`src/pst_pkg.sv`:
```
// pst_pkg: shared types, codes and sizes for the priority thread scheduler
// no dependencies; used by every file of the block
package pst_pkg;

    // default number of thread slots (the main thread takes one more entry)
    localparam int SLOTS_DEFAULT = 4;

    // payload widths
    localparam int ACTION_W = 3;
    localparam int PRIO_W   = 2;
    localparam int SLOT_W   = 3;
    localparam int STATE_W  = 2;

    // action codes
    localparam logic [ACTION_W-1:0] ACT_CREATE = 3'd0;
    localparam logic [ACTION_W-1:0] ACT_YIELD  = 3'd1;
    localparam logic [ACTION_W-1:0] ACT_EXIT   = 3'd2;
    localparam logic [ACTION_W-1:0] ACT_SETPRI = 3'd3;
    localparam logic [ACTION_W-1:0] ACT_START  = 3'd4;

    // slot state codes
    localparam logic [STATE_W-1:0] ST_FREE     = 2'd0;
    localparam logic [STATE_W-1:0] ST_RUNNABLE = 2'd1;
    localparam logic [STATE_W-1:0] ST_RUNNING  = 2'd2;

    // priority codes
    localparam logic [PRIO_W-1:0] PRIO_LOW  = 2'd0;
    localparam logic [PRIO_W-1:0] PRIO_HIGH = 2'd2;

    // one slot table entry
    typedef struct packed {
        logic [STATE_W-1:0] state;
        logic [PRIO_W-1:0]  prio;
    } entry_t;

    // flags gathered by the table scan
    typedef struct packed {
        logic found;
        logic live;
    } scan_flags_t;

    // sequencer states
    typedef enum logic [3:0] {
        S_IDLE,
        S_CUR_RD,
        S_CUR_WB,
        S_SCAN,
        S_SCAN_END,
        S_COMMIT,
        S_FIN_RD,
        S_FIN
    } fsm_t;

    // priority code three saturates to high
    function automatic logic [PRIO_W-1:0] sat_prio(input logic [PRIO_W-1:0] p);
        logic [PRIO_W-1:0] r;
        r = (p > PRIO_HIGH) ? PRIO_HIGH : p;
        return r;
    endfunction

endpackage

```
`src/pst_if.sv`:
```
// pst_req_if / pst_rsp_if: valid-ready channels of the scheduler
// depends on pst_pkg for payload widths
interface pst_req_if;
    logic                          valid;
    logic                          ready;
    logic [pst_pkg::ACTION_W-1:0]  action;
    logic [pst_pkg::PRIO_W-1:0]    priority_req;

    modport source (output valid, action, priority_req, input ready);
    modport sink   (input valid, action, priority_req, output ready);
endinterface

interface pst_rsp_if;
    logic                        valid;
    logic                        ready;
    logic                        ok;
    logic [pst_pkg::SLOT_W-1:0]  slot;
    logic                        switched;
    logic [pst_pkg::PRIO_W-1:0]  prev_priority;
    logic [pst_pkg::PRIO_W-1:0]  current_priority;
    logic                        all_exited;

    modport source (output valid, ok, slot, switched, prev_priority, current_priority,
                    all_exited, input ready);
    modport sink   (input valid, ok, slot, switched, prev_priority, current_priority,
                    all_exited, output ready);
endinterface

```
`src/pst_table.sv`:
```
// pst_table: slot table memory, one write port and one registered read port
// depends on pst_pkg; entries never written read as free at low priority
module pst_table #(
    parameter int SLOTS = pst_pkg::SLOTS_DEFAULT
) (
    input  logic                               clk,
    input  logic                               rst_n,
    input  logic                               rd_en,
    input  logic [$clog2(SLOTS+1)-1:0]         rd_addr,
    output pst_pkg::entry_t                    rd_data,
    input  logic                               wr_en,
    input  logic [$clog2(SLOTS+1)-1:0]         wr_addr,
    input  pst_pkg::entry_t                    wr_data
);

    localparam int DEPTH = SLOTS + 1;

    pst_pkg::entry_t   mem [DEPTH];
    logic [DEPTH-1:0]  valid_reg;
    pst_pkg::entry_t   rdata_reg;
    logic              rvalid_reg;

    // storage array, no reset
    always_ff @(posedge clk)
    begin
        if (wr_en)
        begin
            mem[wr_addr] <= wr_data;
        end
        if (rd_en)
        begin
            rdata_reg <= mem[rd_addr];
        end
    end

    // per-entry written flags and the flag of the read in flight
    always_ff @(posedge clk or negedge rst_n)
    begin
        if (!rst_n)
        begin
            valid_reg  <= '0;
            rvalid_reg <= 1'b0;
        end
        else
        begin
            if (wr_en)
            begin
                valid_reg[wr_addr] <= 1'b1;
            end
            if (rd_en)
            begin
                rvalid_reg <= valid_reg[rd_addr];
            end
        end
    end

    // unwritten entries read as the reset value
    always_comb
    begin
        if (rvalid_reg)
        begin
            rd_data = rdata_reg;
        end
        else
        begin
            rd_data.state = pst_pkg::ST_FREE;
            rd_data.prio  = pst_pkg::PRIO_LOW;
        end
    end

endmodule

```
`src/pst_scan.sv`:
```
// pst_scan: accumulates the pick over the table one entry per cycle
// depends on pst_pkg; first free slot for create, last best runnable otherwise
module pst_scan #(
    parameter int SLOTS = pst_pkg::SLOTS_DEFAULT
) (
    input  logic                         clk,
    input  logic                         rst_n,
    input  logic                         clear,
    input  logic                         en,
    input  logic                         create_mode,
    input  logic [$clog2(SLOTS+1)-1:0]   idx,
    input  pst_pkg::entry_t              entry,
    output pst_pkg::scan_flags_t         flags,
    output logic [$clog2(SLOTS+1)-1:0]   pick,
    output logic [pst_pkg::PRIO_W-1:0]   best
);

    localparam int AW = $clog2(SLOTS + 1);

    pst_pkg::scan_flags_t        flags_reg, flags_next;
    logic [AW-1:0]               pick_reg, pick_next;
    logic [pst_pkg::PRIO_W-1:0]  best_reg, best_next;
    logic                        is_free;

    // fold one entry into the running result
    always_comb
    begin
        flags_next = flags_reg;
        pick_next  = pick_reg;
        best_next  = best_reg;
        is_free    = (entry.state == pst_pkg::ST_FREE);
        if (clear)
        begin
            flags_next = '0;
            pick_next  = '0;
            best_next  = pst_pkg::PRIO_LOW;
        end
        else if (en)
        begin
            if (!is_free)
            begin
                flags_next.live = 1'b1;
            end
            if (create_mode)
            begin
                if (is_free && !flags_reg.found)
                begin
                    flags_next.found = 1'b1;
                    pick_next        = idx;
                end
            end
            else if (entry.state == pst_pkg::ST_RUNNABLE && entry.prio >= best_reg)
            begin
                flags_next.found = 1'b1;
                pick_next        = idx;
                best_next        = entry.prio;
            end
        end
    end

    always_ff @(posedge clk or negedge rst_n)
    begin
        if (!rst_n)
        begin
            flags_reg <= '0;
            pick_reg  <= '0;
            best_reg  <= pst_pkg::PRIO_LOW;
        end
        else
        begin
            flags_reg <= flags_next;
            pick_reg  <= pick_next;
            best_reg  <= best_next;
        end
    end

    assign flags = flags_reg;
    assign pick  = pick_reg;
    assign best  = best_reg;

endmodule

```
`src/pst_ctrl.sv`:
```
// pst_ctrl: action sequencer, read-modify-write of the slot table, result register
// depends on pst_pkg, pst_req_if and pst_rsp_if; drives pst_table and pst_scan
module pst_ctrl #(
    parameter int SLOTS = pst_pkg::SLOTS_DEFAULT
) (
    input  logic                         clk,
    input  logic                         rst_n,
    pst_req_if.sink                      req,
    pst_rsp_if.source                    rsp,
    output logic                         rd_en,
    output logic [$clog2(SLOTS+1)-1:0]   rd_addr,
    input  pst_pkg::entry_t              rd_data,
    output logic                         wr_en,
    output logic [$clog2(SLOTS+1)-1:0]   wr_addr,
    output pst_pkg::entry_t              wr_data,
    output logic                         scan_clear,
    output logic                         scan_en,
    output logic                         scan_create,
    output logic [$clog2(SLOTS+1)-1:0]   scan_idx,
    input  pst_pkg::scan_flags_t         scan_flags,
    input  logic [$clog2(SLOTS+1)-1:0]   scan_pick,
    input  logic [pst_pkg::PRIO_W-1:0]   scan_best
);

    localparam int AW = $clog2(SLOTS + 1);
    localparam logic [AW-1:0] MAIN_SLOT = AW'(SLOTS);
    localparam logic [AW-1:0] LAST_IDX  = AW'(SLOTS - 1);

    pst_pkg::fsm_t                 state_reg, state_next;
    logic [pst_pkg::ACTION_W-1:0]  act_reg, act_next;
    logic [pst_pkg::PRIO_W-1:0]    prio_reg, prio_next;
    logic [AW-1:0]                 cur_reg, cur_next;
    logic                          pending_reg, pending_next;
    logic [AW-1:0]                 idx_reg, idx_next;
    logic                          rd_scan_reg;
    logic [AW-1:0]                 rd_idx_reg;
    // working result of the transaction in progress
    logic                          ok_reg, ok_next;
    logic                          sw_reg, sw_next;
    logic [pst_pkg::PRIO_W-1:0]    oldp_reg, oldp_next;
    logic                          done_reg, done_next;
    logic [AW-1:0]                 made_reg, made_next;
    // result register towards the sink
    logic                          out_valid_reg, out_valid_next;
    logic                          out_ok_reg;
    logic [pst_pkg::SLOT_W-1:0]    out_slot_reg;
    logic                          out_sw_reg;
    logic [pst_pkg::PRIO_W-1:0]    out_oldp_reg;
    logic [pst_pkg::PRIO_W-1:0]    out_curp_reg;
    logic                          out_done_reg;
    logic                          accept;
    logic                          out_load;
    logic                          yield_like;

    assign accept     = req.valid && req.ready;
    assign out_load   = (state_reg == pst_pkg::S_FIN) && (!out_valid_reg || rsp.ready);
    assign yield_like = (act_reg == pst_pkg::ACT_YIELD) || (act_reg == pst_pkg::ACT_START)
                        || (act_reg == pst_pkg::ACT_EXIT);

    // next state
    always_comb
    begin
        state_next = state_reg;
        case (state_reg)
            pst_pkg::S_IDLE:
            begin
                if (accept)
                begin
                    case (req.action)
                        pst_pkg::ACT_CREATE: state_next = pst_pkg::S_SCAN;
                        pst_pkg::ACT_YIELD:  state_next = pst_pkg::S_CUR_RD;
                        pst_pkg::ACT_EXIT:   state_next = pst_pkg::S_CUR_RD;
                        pst_pkg::ACT_SETPRI: state_next = pst_pkg::S_CUR_RD;
                        pst_pkg::ACT_START:
                            state_next = pending_reg ? pst_pkg::S_CUR_RD : pst_pkg::S_FIN_RD;
                        default:             state_next = pst_pkg::S_FIN_RD;
                    endcase
                end
            end
            pst_pkg::S_CUR_RD:   state_next = pst_pkg::S_CUR_WB;
            pst_pkg::S_CUR_WB:
                state_next = (act_reg == pst_pkg::ACT_SETPRI) ? pst_pkg::S_FIN_RD
                                                              : pst_pkg::S_SCAN;
            pst_pkg::S_SCAN:
            begin
                if (idx_reg == LAST_IDX)
                begin
                    state_next = pst_pkg::S_SCAN_END;
                end
            end
            pst_pkg::S_SCAN_END: state_next = pst_pkg::S_COMMIT;
            pst_pkg::S_COMMIT:   state_next = pst_pkg::S_FIN_RD;
            pst_pkg::S_FIN_RD:   state_next = pst_pkg::S_FIN;
            pst_pkg::S_FIN:
            begin
                if (out_load)
                begin
                    state_next = pst_pkg::S_IDLE;
                end
            end
            default:             state_next = pst_pkg::S_IDLE;
        endcase
    end

    // table accesses and working registers
    always_comb
    begin
        act_next     = act_reg;
        prio_next    = prio_reg;
        cur_next     = cur_reg;
        pending_next = pending_reg;
        idx_next     = idx_reg;
        ok_next      = ok_reg;
        sw_next      = sw_reg;
        oldp_next    = oldp_reg;
        done_next    = done_reg;
        made_next    = made_reg;
        rd_en        = 1'b0;
        rd_addr      = cur_reg;
        wr_en        = 1'b0;
        wr_addr      = cur_reg;
        wr_data      = rd_data;
        case (state_reg)
            pst_pkg::S_IDLE:
            begin
                if (accept)
                begin
                    act_next  = req.action;
                    prio_next = pst_pkg::sat_prio(req.priority_req);
                    idx_next  = '0;
                    ok_next   = 1'b0;
                    sw_next   = 1'b0;
                    oldp_next = pst_pkg::PRIO_LOW;
                    done_next = 1'b0;
                    if (req.action == pst_pkg::ACT_START && pending_reg)
                    begin
                        pending_next = 1'b0;
                        ok_next      = 1'b1;
                    end
                end
            end
            pst_pkg::S_CUR_RD:
            begin
                rd_en = 1'b1;
            end
            pst_pkg::S_CUR_WB:
            begin
                case (act_reg)
                    pst_pkg::ACT_SETPRI:
                    begin
                        wr_en        = 1'b1;
                        wr_data.prio = prio_reg;
                        oldp_next    = rd_data.prio;
                    end
                    pst_pkg::ACT_EXIT:
                    begin
                        wr_en         = 1'b1;
                        wr_data.state = pst_pkg::ST_FREE;
                    end
                    default:
                    begin
                        // running thread goes back to runnable before the pick
                        if (rd_data.state == pst_pkg::ST_RUNNING)
                        begin
                            wr_en         = 1'b1;
                            wr_data.state = pst_pkg::ST_RUNNABLE;
                        end
                    end
                endcase
            end
            pst_pkg::S_SCAN:
            begin
                rd_en    = 1'b1;
                rd_addr  = idx_reg;
                idx_next = idx_reg + 1'b1;
            end
            pst_pkg::S_COMMIT:
            begin
                if (act_reg == pst_pkg::ACT_CREATE)
                begin
                    if (scan_flags.found)
                    begin
                        wr_en         = 1'b1;
                        wr_addr       = scan_pick;
                        wr_data.state = pst_pkg::ST_RUNNABLE;
                        wr_data.prio  = prio_reg;
                        ok_next       = 1'b1;
                        made_next     = scan_pick;
                    end
                end
                else if (act_reg == pst_pkg::ACT_EXIT && !scan_flags.live)
                begin
                    done_next = 1'b1;
                end
                else if (yield_like && scan_flags.found)
                begin
                    wr_en         = 1'b1;
                    wr_addr       = scan_pick;
                    wr_data.state = pst_pkg::ST_RUNNING;
                    wr_data.prio  = scan_best;
                    if (scan_pick != cur_reg)
                    begin
                        cur_next = scan_pick;
                        sw_next  = 1'b1;
                    end
                end
            end
            pst_pkg::S_FIN_RD:
            begin
                rd_en = 1'b1;
            end
            default:
            begin
            end
        endcase
    end

    // scan unit control: data of an issued scan read arrives in the next cycle
    assign scan_clear  = !(state_reg == pst_pkg::S_SCAN || state_reg == pst_pkg::S_SCAN_END);
    assign scan_en     = rd_scan_reg;
    assign scan_idx    = rd_idx_reg;
    assign scan_create = (act_reg == pst_pkg::ACT_CREATE);

    // result register handshake
    always_comb
    begin
        out_valid_next = out_valid_reg;
        if (out_load)
        begin
            out_valid_next = 1'b1;
        end
        else if (rsp.ready)
        begin
            out_valid_next = 1'b0;
        end
    end

    // control registers
    always_ff @(posedge clk or negedge rst_n)
    begin
        if (!rst_n)
        begin
            state_reg     <= pst_pkg::S_IDLE;
            cur_reg       <= MAIN_SLOT;
            pending_reg   <= 1'b1;
            idx_reg       <= '0;
            rd_scan_reg   <= 1'b0;
            rd_idx_reg    <= '0;
            out_valid_reg <= 1'b0;
        end
        else
        begin
            state_reg     <= state_next;
            cur_reg       <= cur_next;
            pending_reg   <= pending_next;
            idx_reg       <= idx_next;
            rd_scan_reg   <= (state_reg == pst_pkg::S_SCAN);
            rd_idx_reg    <= idx_reg;
            out_valid_reg <= out_valid_next;
        end
    end

    // working and result payload registers
    always_ff @(posedge clk)
    begin
        act_reg  <= act_next;
        prio_reg <= prio_next;
        ok_reg   <= ok_next;
        sw_reg   <= sw_next;
        oldp_reg <= oldp_next;
        done_reg <= done_next;
        made_reg <= made_next;
        if (out_load)
        begin
            out_ok_reg   <= ok_reg;
            out_slot_reg <= (act_reg == pst_pkg::ACT_CREATE && ok_reg)
                            ? pst_pkg::SLOT_W'(made_reg) : pst_pkg::SLOT_W'(cur_reg);
            out_sw_reg   <= sw_reg;
            out_oldp_reg <= oldp_reg;
            out_curp_reg <= rd_data.prio;
            out_done_reg <= done_reg;
        end
    end

    assign req.ready            = (state_reg == pst_pkg::S_IDLE);
    assign rsp.valid            = out_valid_reg;
    assign rsp.ok               = out_ok_reg;
    assign rsp.slot             = out_slot_reg;
    assign rsp.switched         = out_sw_reg;
    assign rsp.prev_priority    = out_oldp_reg;
    assign rsp.current_priority = out_curp_reg;
    assign rsp.all_exited       = out_done_reg;

endmodule

```
`src/priority_thread_scheduler_unit.sv`:
```
// priority_thread_scheduler_unit: top level of the static-priority thread scheduler
// depends on pst_pkg, pst_if, pst_table, pst_scan and pst_ctrl
//
//   channel | dir | handshake   | payload
//   --------+-----+-------------+----------------------------------------------
//   req     | in  | valid/ready | action, priority_req
//   rsp     | out | valid/ready | ok, slot, switched, prev_priority,
//           |     |             | current_priority, all_exited
//
// one transaction at a time, set by the single read port of the slot table:
// set priority, unused actions and a repeated start skip the scan; create, yield, exit
// and a first start scan the table (one table entry is read per cycle during the scan).
// reset is asynchronous; the table needs no clearing pass, written flags cover it.
// a new request is taken while the previous result waits in the output register;
// a stalled sink holds the block only when the next result is ready to load.
module priority_thread_scheduler_unit #(
    parameter int SLOTS = pst_pkg::SLOTS_DEFAULT
) (
    input  logic        clk,
    input  logic        rst_n,
    pst_req_if.sink     req,
    pst_rsp_if.source   rsp
);

    localparam int AW = $clog2(SLOTS + 1);

    logic                        rd_en;
    logic [AW-1:0]               rd_addr;
    pst_pkg::entry_t             rd_data;
    logic                        wr_en;
    logic [AW-1:0]               wr_addr;
    pst_pkg::entry_t             wr_data;
    logic                        scan_clear;
    logic                        scan_en;
    logic                        scan_create;
    logic [AW-1:0]               scan_idx;
    pst_pkg::scan_flags_t        scan_flags;
    logic [AW-1:0]               scan_pick;
    logic [pst_pkg::PRIO_W-1:0]  scan_best;

    // slot table
    pst_table #(.SLOTS(SLOTS)) u_table (
        .clk     (clk),
        .rst_n   (rst_n),
        .rd_en   (rd_en),
        .rd_addr (rd_addr),
        .rd_data (rd_data),
        .wr_en   (wr_en),
        .wr_addr (wr_addr),
        .wr_data (wr_data)
    );

    // pick accumulator
    pst_scan #(.SLOTS(SLOTS)) u_scan (
        .clk         (clk),
        .rst_n       (rst_n),
        .clear       (scan_clear),
        .en          (scan_en),
        .create_mode (scan_create),
        .idx         (scan_idx),
        .entry       (rd_data),
        .flags       (scan_flags),
        .pick        (scan_pick),
        .best        (scan_best)
    );

    // sequencer
    pst_ctrl #(.SLOTS(SLOTS)) u_ctrl (
        .clk         (clk),
        .rst_n       (rst_n),
        .req         (req),
        .rsp         (rsp),
        .rd_en       (rd_en),
        .rd_addr     (rd_addr),
        .rd_data     (rd_data),
        .wr_en       (wr_en),
        .wr_addr     (wr_addr),
        .wr_data     (wr_data),
        .scan_clear  (scan_clear),
        .scan_en     (scan_en),
        .scan_create (scan_create),
        .scan_idx    (scan_idx),
        .scan_flags  (scan_flags),
        .scan_pick   (scan_pick),
        .scan_best   (scan_best)
    );

endmodule
```
`src/flat_wrapper.sv`:
```
// flat-port wrapper written by rule: the top's interface ports become plain ports
module priority_thread_scheduler_unit_flat 
#(
    parameter int SLOTS = pst_pkg::SLOTS_DEFAULT
)
  (clk, rst_n, req_valid, req_action, req_priority_req, req_ready, rsp_valid, rsp_ok, rsp_slot, rsp_switched, rsp_prev_priority, rsp_current_priority, rsp_all_exited, rsp_ready);
  pst_req_if req_i ();
  pst_rsp_if rsp_i ();
  input  logic clk;
  input  logic rst_n;
  input wire logic [$bits(req_i.valid)-1:0] req_valid;
  input wire logic [$bits(req_i.action)-1:0] req_action;
  input wire logic [$bits(req_i.priority_req)-1:0] req_priority_req;
  output wire logic [$bits(req_i.ready)-1:0] req_ready;
  output wire logic [$bits(rsp_i.valid)-1:0] rsp_valid;
  output wire logic [$bits(rsp_i.ok)-1:0] rsp_ok;
  output wire logic [$bits(rsp_i.slot)-1:0] rsp_slot;
  output wire logic [$bits(rsp_i.switched)-1:0] rsp_switched;
  output wire logic [$bits(rsp_i.prev_priority)-1:0] rsp_prev_priority;
  output wire logic [$bits(rsp_i.current_priority)-1:0] rsp_current_priority;
  output wire logic [$bits(rsp_i.all_exited)-1:0] rsp_all_exited;
  input wire logic [$bits(rsp_i.ready)-1:0] rsp_ready;
  assign req_i.valid = req_valid;
  assign req_i.action = req_action;
  assign req_i.priority_req = req_priority_req;
  assign req_ready = req_i.ready;
  assign rsp_valid = rsp_i.valid;
  assign rsp_ok = rsp_i.ok;
  assign rsp_slot = rsp_i.slot;
  assign rsp_switched = rsp_i.switched;
  assign rsp_prev_priority = rsp_i.prev_priority;
  assign rsp_current_priority = rsp_i.current_priority;
  assign rsp_all_exited = rsp_i.all_exited;
  assign rsp_i.ready = rsp_ready;
  priority_thread_scheduler_unit #(.SLOTS(SLOTS)) u_core (.clk(clk), .rst_n(rst_n), .req(req_i), .rsp(rsp_i));
endmodule
```
`config.mk`:
```
export PLATFORM = sky130hd
export DESIGN_NAME = priority_thread_scheduler_unit_flat
export DESIGN_NICKNAME = d
export VERILOG_FILES = /design/src/pst_pkg.sv /design/src/pst_if.sv /design/src/pst_table.sv /design/src/pst_scan.sv /design/src/pst_ctrl.sv /design/src/priority_thread_scheduler_unit.sv /design/src/flat_wrapper.sv
export SDC_FILE = /design/constraint.sdc
export NUM_CORES = 1
export LEC_CHECK = 0
export BUFFER_PORTS_ARGS = -buffer_cell sky130_fd_sc_hd__buf_2
export CORE_UTILIZATION = 55
export CTS_CLUSTER_DIAMETER = 120
export DETAILED_ROUTE_END_ITERATION = 12
export GPL_TIMING_DRIVEN = 0
export PLACE_DENSITY = 0.73
export SLEW_MARGIN = 20
export SYNTH_ARGS = -nofsm -noshare
export SYNTH_HDL_FRONTEND = slang
export SYNTH_SLANG_ARGS = --single-unit
```
`constraint.sdc`:
```
create_clock -name clk -period 2.9 [get_ports clk]
set_clock_uncertainty 0.05 [all_clocks]
set_input_delay 0.87 -clock clk [delete_from_list [all_inputs] [get_ports clk]]
set_output_delay 0.87 -clock clk [all_outputs]
set_load 0.01 [all_outputs]
```
After elaboration in Yosys (flattened, before gate mapping)
Memory sizes are Yosys's and may differ from the RTL's. A register that Yosys moved wholly into a read port is not among the register bits.
Cells that the tools add are included.
{ "totals": {"register_bits": 52, "ram_bits": 20, "in_bits": 9, "output_inout_bits": 12, "word_cells": 185, "n_memories": 1} }
{ "classes": {"add_sub_neg": 1, "n_lt_le_gt_ge": 5, "n_eq_ne": 36, "n_mux": 73, "bitwise_logic": 3, "reduce_logical": 40} }
{ "mem_list": {"columns": ["name", "words", "width", "rd", "rd_ports_with_merged_regs", "wr", "line_no", "source"], "rows": [
  ["u_core.u_table.mem", 5, 4, 1, 1, 1, "pst_table.sv:18", "pst_pkg::entry_t mem [DEPTH];"]
]} }
{ "ops": {"columns": ["operator", "n"], "rows": [
  ["$mux W3", 15],
  ["$mux W4", 8],
  ["$pmux W4 S8", 1],
  ["$mux W1", 28],
  ["$ne A2 B2 Y1 const B", 11],
  ["$mux W2", 10],
  ["$reduce_and A3 Y1", 6],
  ["$eq A4 B3 Y1 const B", 4],
  ["$eq A3 B2 Y1 const B", 5],
  ["$logic_and A1 B1 Y1", 9],
  ["$pmux W3 S3", 1],
  ["$eq A4 B2 Y1 const B", 2],
  ["$lt A3 B4 Y1 const B", 2],
  ["$ne A2 B1 Y1 const B", 4],
  ["$pmux W1 S2", 4],
  ["$pmux W2 S2", 2],
  ["$pmux W4 S2", 1],
  ["$reduce_and A4 Y1", 2],
  ["$reduce_bool A2 Y1", 4],
  ["$eq A3 B1 Y1 const B", 2],
  ["$eq A3 B3 Y1 const B", 2],
  ["$logic_not A3 Y1", 2],
  ["$pmux W3 S2", 1],
  ["$reduce_and A2 Y1", 3],
  ["other kinds (22)", 29]
]} }

Longest topological paths before layout
{ "logic_depth": {"word_depth": 13, "mapped_depth": 8, "depth_no_buf": 7} }

Cells and area by module
From an unflattened synthesis, not the netlist that was laid out.
{ "unflattened": {"hier_cells": 275, "hier_area_um2": 3514.6} }
{ "by_module_without_submodules": {"columns": ["module", "instances", "cells_each", "area_per_inst_um2", "seq_area_each_um2"], "rows": [
  ["pst_ctrl", 1, 171, 1894.3, 1068.5],
  ["pst_table", 1, 64, 1172.4, 870.8],
  ["pst_scan", 1, 40, 447.9, 175.2]
]} }

Worst setup path after synthesis
No wires, ideal clock.
{ "synth_timing": {"path_kind": "flip-flop to flip-flop", "startpoint": "register u_core.u_ctrl.state_reg[2]", "endpoint": "register u_core.u_table.rdata_reg[0] (netlist name)", "setup_ps": 260, "arrival_time_ps": 1949, "t_required_ps": 2590, "setup_slack_ps": 641, "path_stages_with_launch": 5, "n_path_buf": 0, "period_less_slack_ps": 2259, "path_cell_list": "dfrtp_1 -> nand3b_2 -> mux2i_2 -> mux4_1 -> mux2_2"} }
{ "synth_between": {"elab_chain_cells": 3, "word_cells_on_any_way": 6, "cone_classes": "3 x eq/ne; 2 x mux; 1 x reduce/logical"} }
{ "synth_rtl": {"columns": ["element", "line_no", "source"], "rows": [
  ["from (decl)", "pst_ctrl.sv:29", "pst_pkg::fsm_t state_reg, state_next;"],
  ["from (signal assigned)", "pst_ctrl.sv:243", "state_reg <= pst_pkg::S_IDLE;"],
  ["from (signal assigned)", "pst_ctrl.sv:253", "state_reg <= state_next;"],
  ["$eq A4 B2 Y1 (tied with other cells)", "pst_ctrl.sv:123", "case (state_reg)"],
  ["$reduce_or A3 Y1 (no source line)", null, null],
  ["$mux W1", "pst_ctrl.sv:123", null]
]} }
Parallel ways exist; a longest one is shown, timed or not.
A chain may end at the register's enable or synchronous reset.

Worst setup path in the final report
{ "layout_timing": {"startpoint": "register u_core.u_ctrl.state_reg[2]", "endpoint": "register u_core.u_table.rdata_reg[1] (netlist name)"} }
{ "layout_between": {"elab_chain_cells": 3, "word_cells_on_any_way": 6, "cone_classes": "3 x eq/ne; 2 x mux; 1 x reduce/logical"} }
{ "layout_rtl": {"columns": ["element", "line_no"], "rows": [
  ["$eq A4 B2 Y1 (tied with other cells)", "pst_ctrl.sv:123"],
  ["$reduce_or A3 Y1 (no source line)", null],
  ["$mux W1", "pst_ctrl.sv:123"]
]} }
Parallel ways exist; a longest one is shown, timed or not.

==> results_dict.tcl <==
set metrics [dict create \
    ir_drop_mv 0.772 \
    die_w_um 81.6 \
    grt_use_total_pct 22.7 \
    cellLeakagePower_nw 1.60 \
    cts_root_buf "clkbuf_8" \
    cts_tree "yes" \
    area_growth_pct 10.8 \
    hp-class "flop to flop" \
    yosys_warnings 0 \
    numCtsBuffers 9 \
    rsz0062_at_grt "no" \
    p_per_area_nw_per_um2 835 \
    ctsResizeCount 0 \
    drt_iter0_drc 133 \
    nNetsFinal 315 \
    initial_core_util_pct 57.9 \
    grt-ovfl-total 0 \
    die_area_um2 6660 \
    fp.dieH_um 81.6 \
    clockBufferDepth 2 \
    worst_pin_slew_ns 0.965 \
    core_um2 6030 \
    grt_first_pass_wirelength_um 10500 \
    cp.arrival_ns 2.67 \
    largest_reg_flops 20 \
    cts.clk_slew.worst_paths_ns 0.08 \
    synth_seq_cells 75 \
    synth_edf_count 47 \
    synth.area.top_cells "edfxtp_1 (40%), dfrtp_1 (19%), mux2_2 (3.6%)" \
    synth_top_area_cell "edfxtp_1" \
    n_antenna_cell 0 \
    setup_tns_ns 0 \
    post-place-cells 366 \
    cts_post_setup_buffers_inserted 0 \
    dr_total_vias 2251 \
    reg2reg_from "u_core.u_ctrl.state_reg[2]" \
    fin_area_um2 3860 \
    syn_inst 271 \
    status "finished clean" \
    setup_viol 0 \
    layout-drive-gt1-share_pct 20.5 \
    cp-start-kind "flop" \
    pin_count 21 \
    reg2reg_depth 4 \
    grt_max_degree 29 \
    synth-async-reset-ratio_pct 37.3 \
    htree_levels 3 \
    worstSetupPathType "flop to flop" \
    dp_hpwl_um 4670 \
    hold_buffers 0 \
    rrSetupSlack_ns 0.28 \
    post_drt_wl_per_cell_um 17.5 \
    hold_ws_ns 0.373 \
    netlist_area_um2 3490 \
    synth_ff_type "edfxtp_1" \
    via_per_inst 5.89 \
    rr_endpoint "u_core.u_table.rdata_reg[1]" \
    row_count 28 \
    slew_viol_final 0 \
    synth_cell_types 57 \
    drt-pass1-iter-count 5 \
    whs_path_depth 0 \
    finalCritPeriodShare_pct 90.2 \
    clock_latency_ns 0.35 \
    final_core_util_pct 64.1 \
    synth_nets 284 \
    startpoint "u_core.u_ctrl.state_reg[2]" \
    antenna_found_initial 0 \
    ys_seq_area_share_pct 60.6 \
    hold_end "u_core.u_ctrl.rsp.switched" \
    synth.top_cell.area_share_pct 40.5 \
    ant_nets 0 \
    cap_violations 0 \
    end_kind "flop" \
    port-buffer-count 20 \
    route.detailed.drc 0 \
    slew_headroom_pct 35.4 \
    placed_area_um2 3680 \
    place_congestion 0.815 \
    hold_viol_final 0 \
    finalNonFillerCells 382 \
    min_from "u_core.u_ctrl.sw_reg" \
    fmax_mhz 382 \
    min_period_ns 2.62 \
    required_ns 2.95 \
    grt_pass1_vias 2097 \
    path_max_fanout 7 \
    synth_area_per_cell_um2 12.9 \
    cts_num_sinks 75 \
    postRouteWirelength_um 6700 \
]
cell type report:
class                      count  area, um^2
tap                           75        93.8
fill                         473        2160
timing repair buffer          20         100
clock buffer                   9         124
clock inverter                 7        58.8
sequential                    75        2110
inverter                      13        48.8
buffer                        12        77.6
multi-input combinational    171        1250
cells in the final DEF, fill, tap and decap left out, types with 3 or more instances in the layout:
cell type	netlist	final
clkinv_1	0	3
dfrtp_1	26	26
o21ai_0	10	10
a21oi_1	13	13
mux2_2	11	11
clkbuf_8	0	9
nand2_1	21	21
nand3_1	6	6
edfxtp_1	47	47
buf_6	4	4
nor2b_1	4	4
xor2_1	3	3
nand2b_1	8	8
nor2_1	24	24
mux2i_1	8	8
mux4_1	4	4
o22a_1	3	3
clkbuf_1	4	4
buf_2	1	21
inv_1	13	13
ha_1	4	4
o21bai_1	4	4
cell usage after synthesis, drive strengths merged, types with 3 or more instances:
master,n
nor2b,4
a21oi,13
nor2,24
nand3b,4
mux4,4
o41ai,3
xor2,3
o21bai,5
ha,4
o22a,3
inv,13
edfxtp,47
mux2i,9
nand2b,8
clkbuf,5
nand2,21
o21ai,11
nand3,6
dfrtp,26
buf,7
mux2,13
stage by stage:
stage	worst slack (ns)	total power, W
after floorplan	0.641	0.00221
after global placement	0.299	0.00246
after detailed placement	0.262	0.00249
after CTS	0.229	0.00324
after global routing	0.160	0.00341
final	0.283	0.00323
worst max-delay path: stages, from the launching register on:
cell      delay (ns)
dfrtp_1         0.43
nand3b_2        0.35
mux2i_2         0.61
mux4_1          0.65
mux2_2          0.28
worst max-delay path by stage:
stage | to | depth (start not counted)
floorplan | u_core.u_table.rdata_reg[0] | 4
global placement | u_core.u_table.mem[1][2] | 6
detailed placement | u_core.u_table.mem[1][0] | 6
CTS | u_core.u_table.mem[1][1] | 6
global route | u_core.u_table.rdata_reg[3] | 4
finish | u_core.u_table.rdata_reg[1] | 4
routing by layer:
layer  routed length, um  part of all wire (%)  global-route usage [%]  vias up
li1                    -                     -                       -     1069
met1                3000                    45                    29.7     1105
met2                3180                    47                    34.7       62
met3                 368                   5.5                    5.00       15
met4                 150                   2.2                    13.9        0
met5                   0                     0                       0        -
cells by family after synthesis:
family	after synthesis	synth area share (%)
compound gates	56	11.6
xor+xnor	3	0.754
fa+ha+maj	4	1.44
buf+inv	25	3.62
flops	75	60.6
mux	26	10.1
simple gates	82	11.9
where the power goes:
group          internal (W)  switching [W]  total (W)
logic              0.000362       0.000583   0.000945
clock network      0.000385       0.000368   0.000753
registers           0.00142       0.000108    0.00153
total               0.00217        0.00106    0.00323
Note: power is estimated with default switching activity, not from simulation.
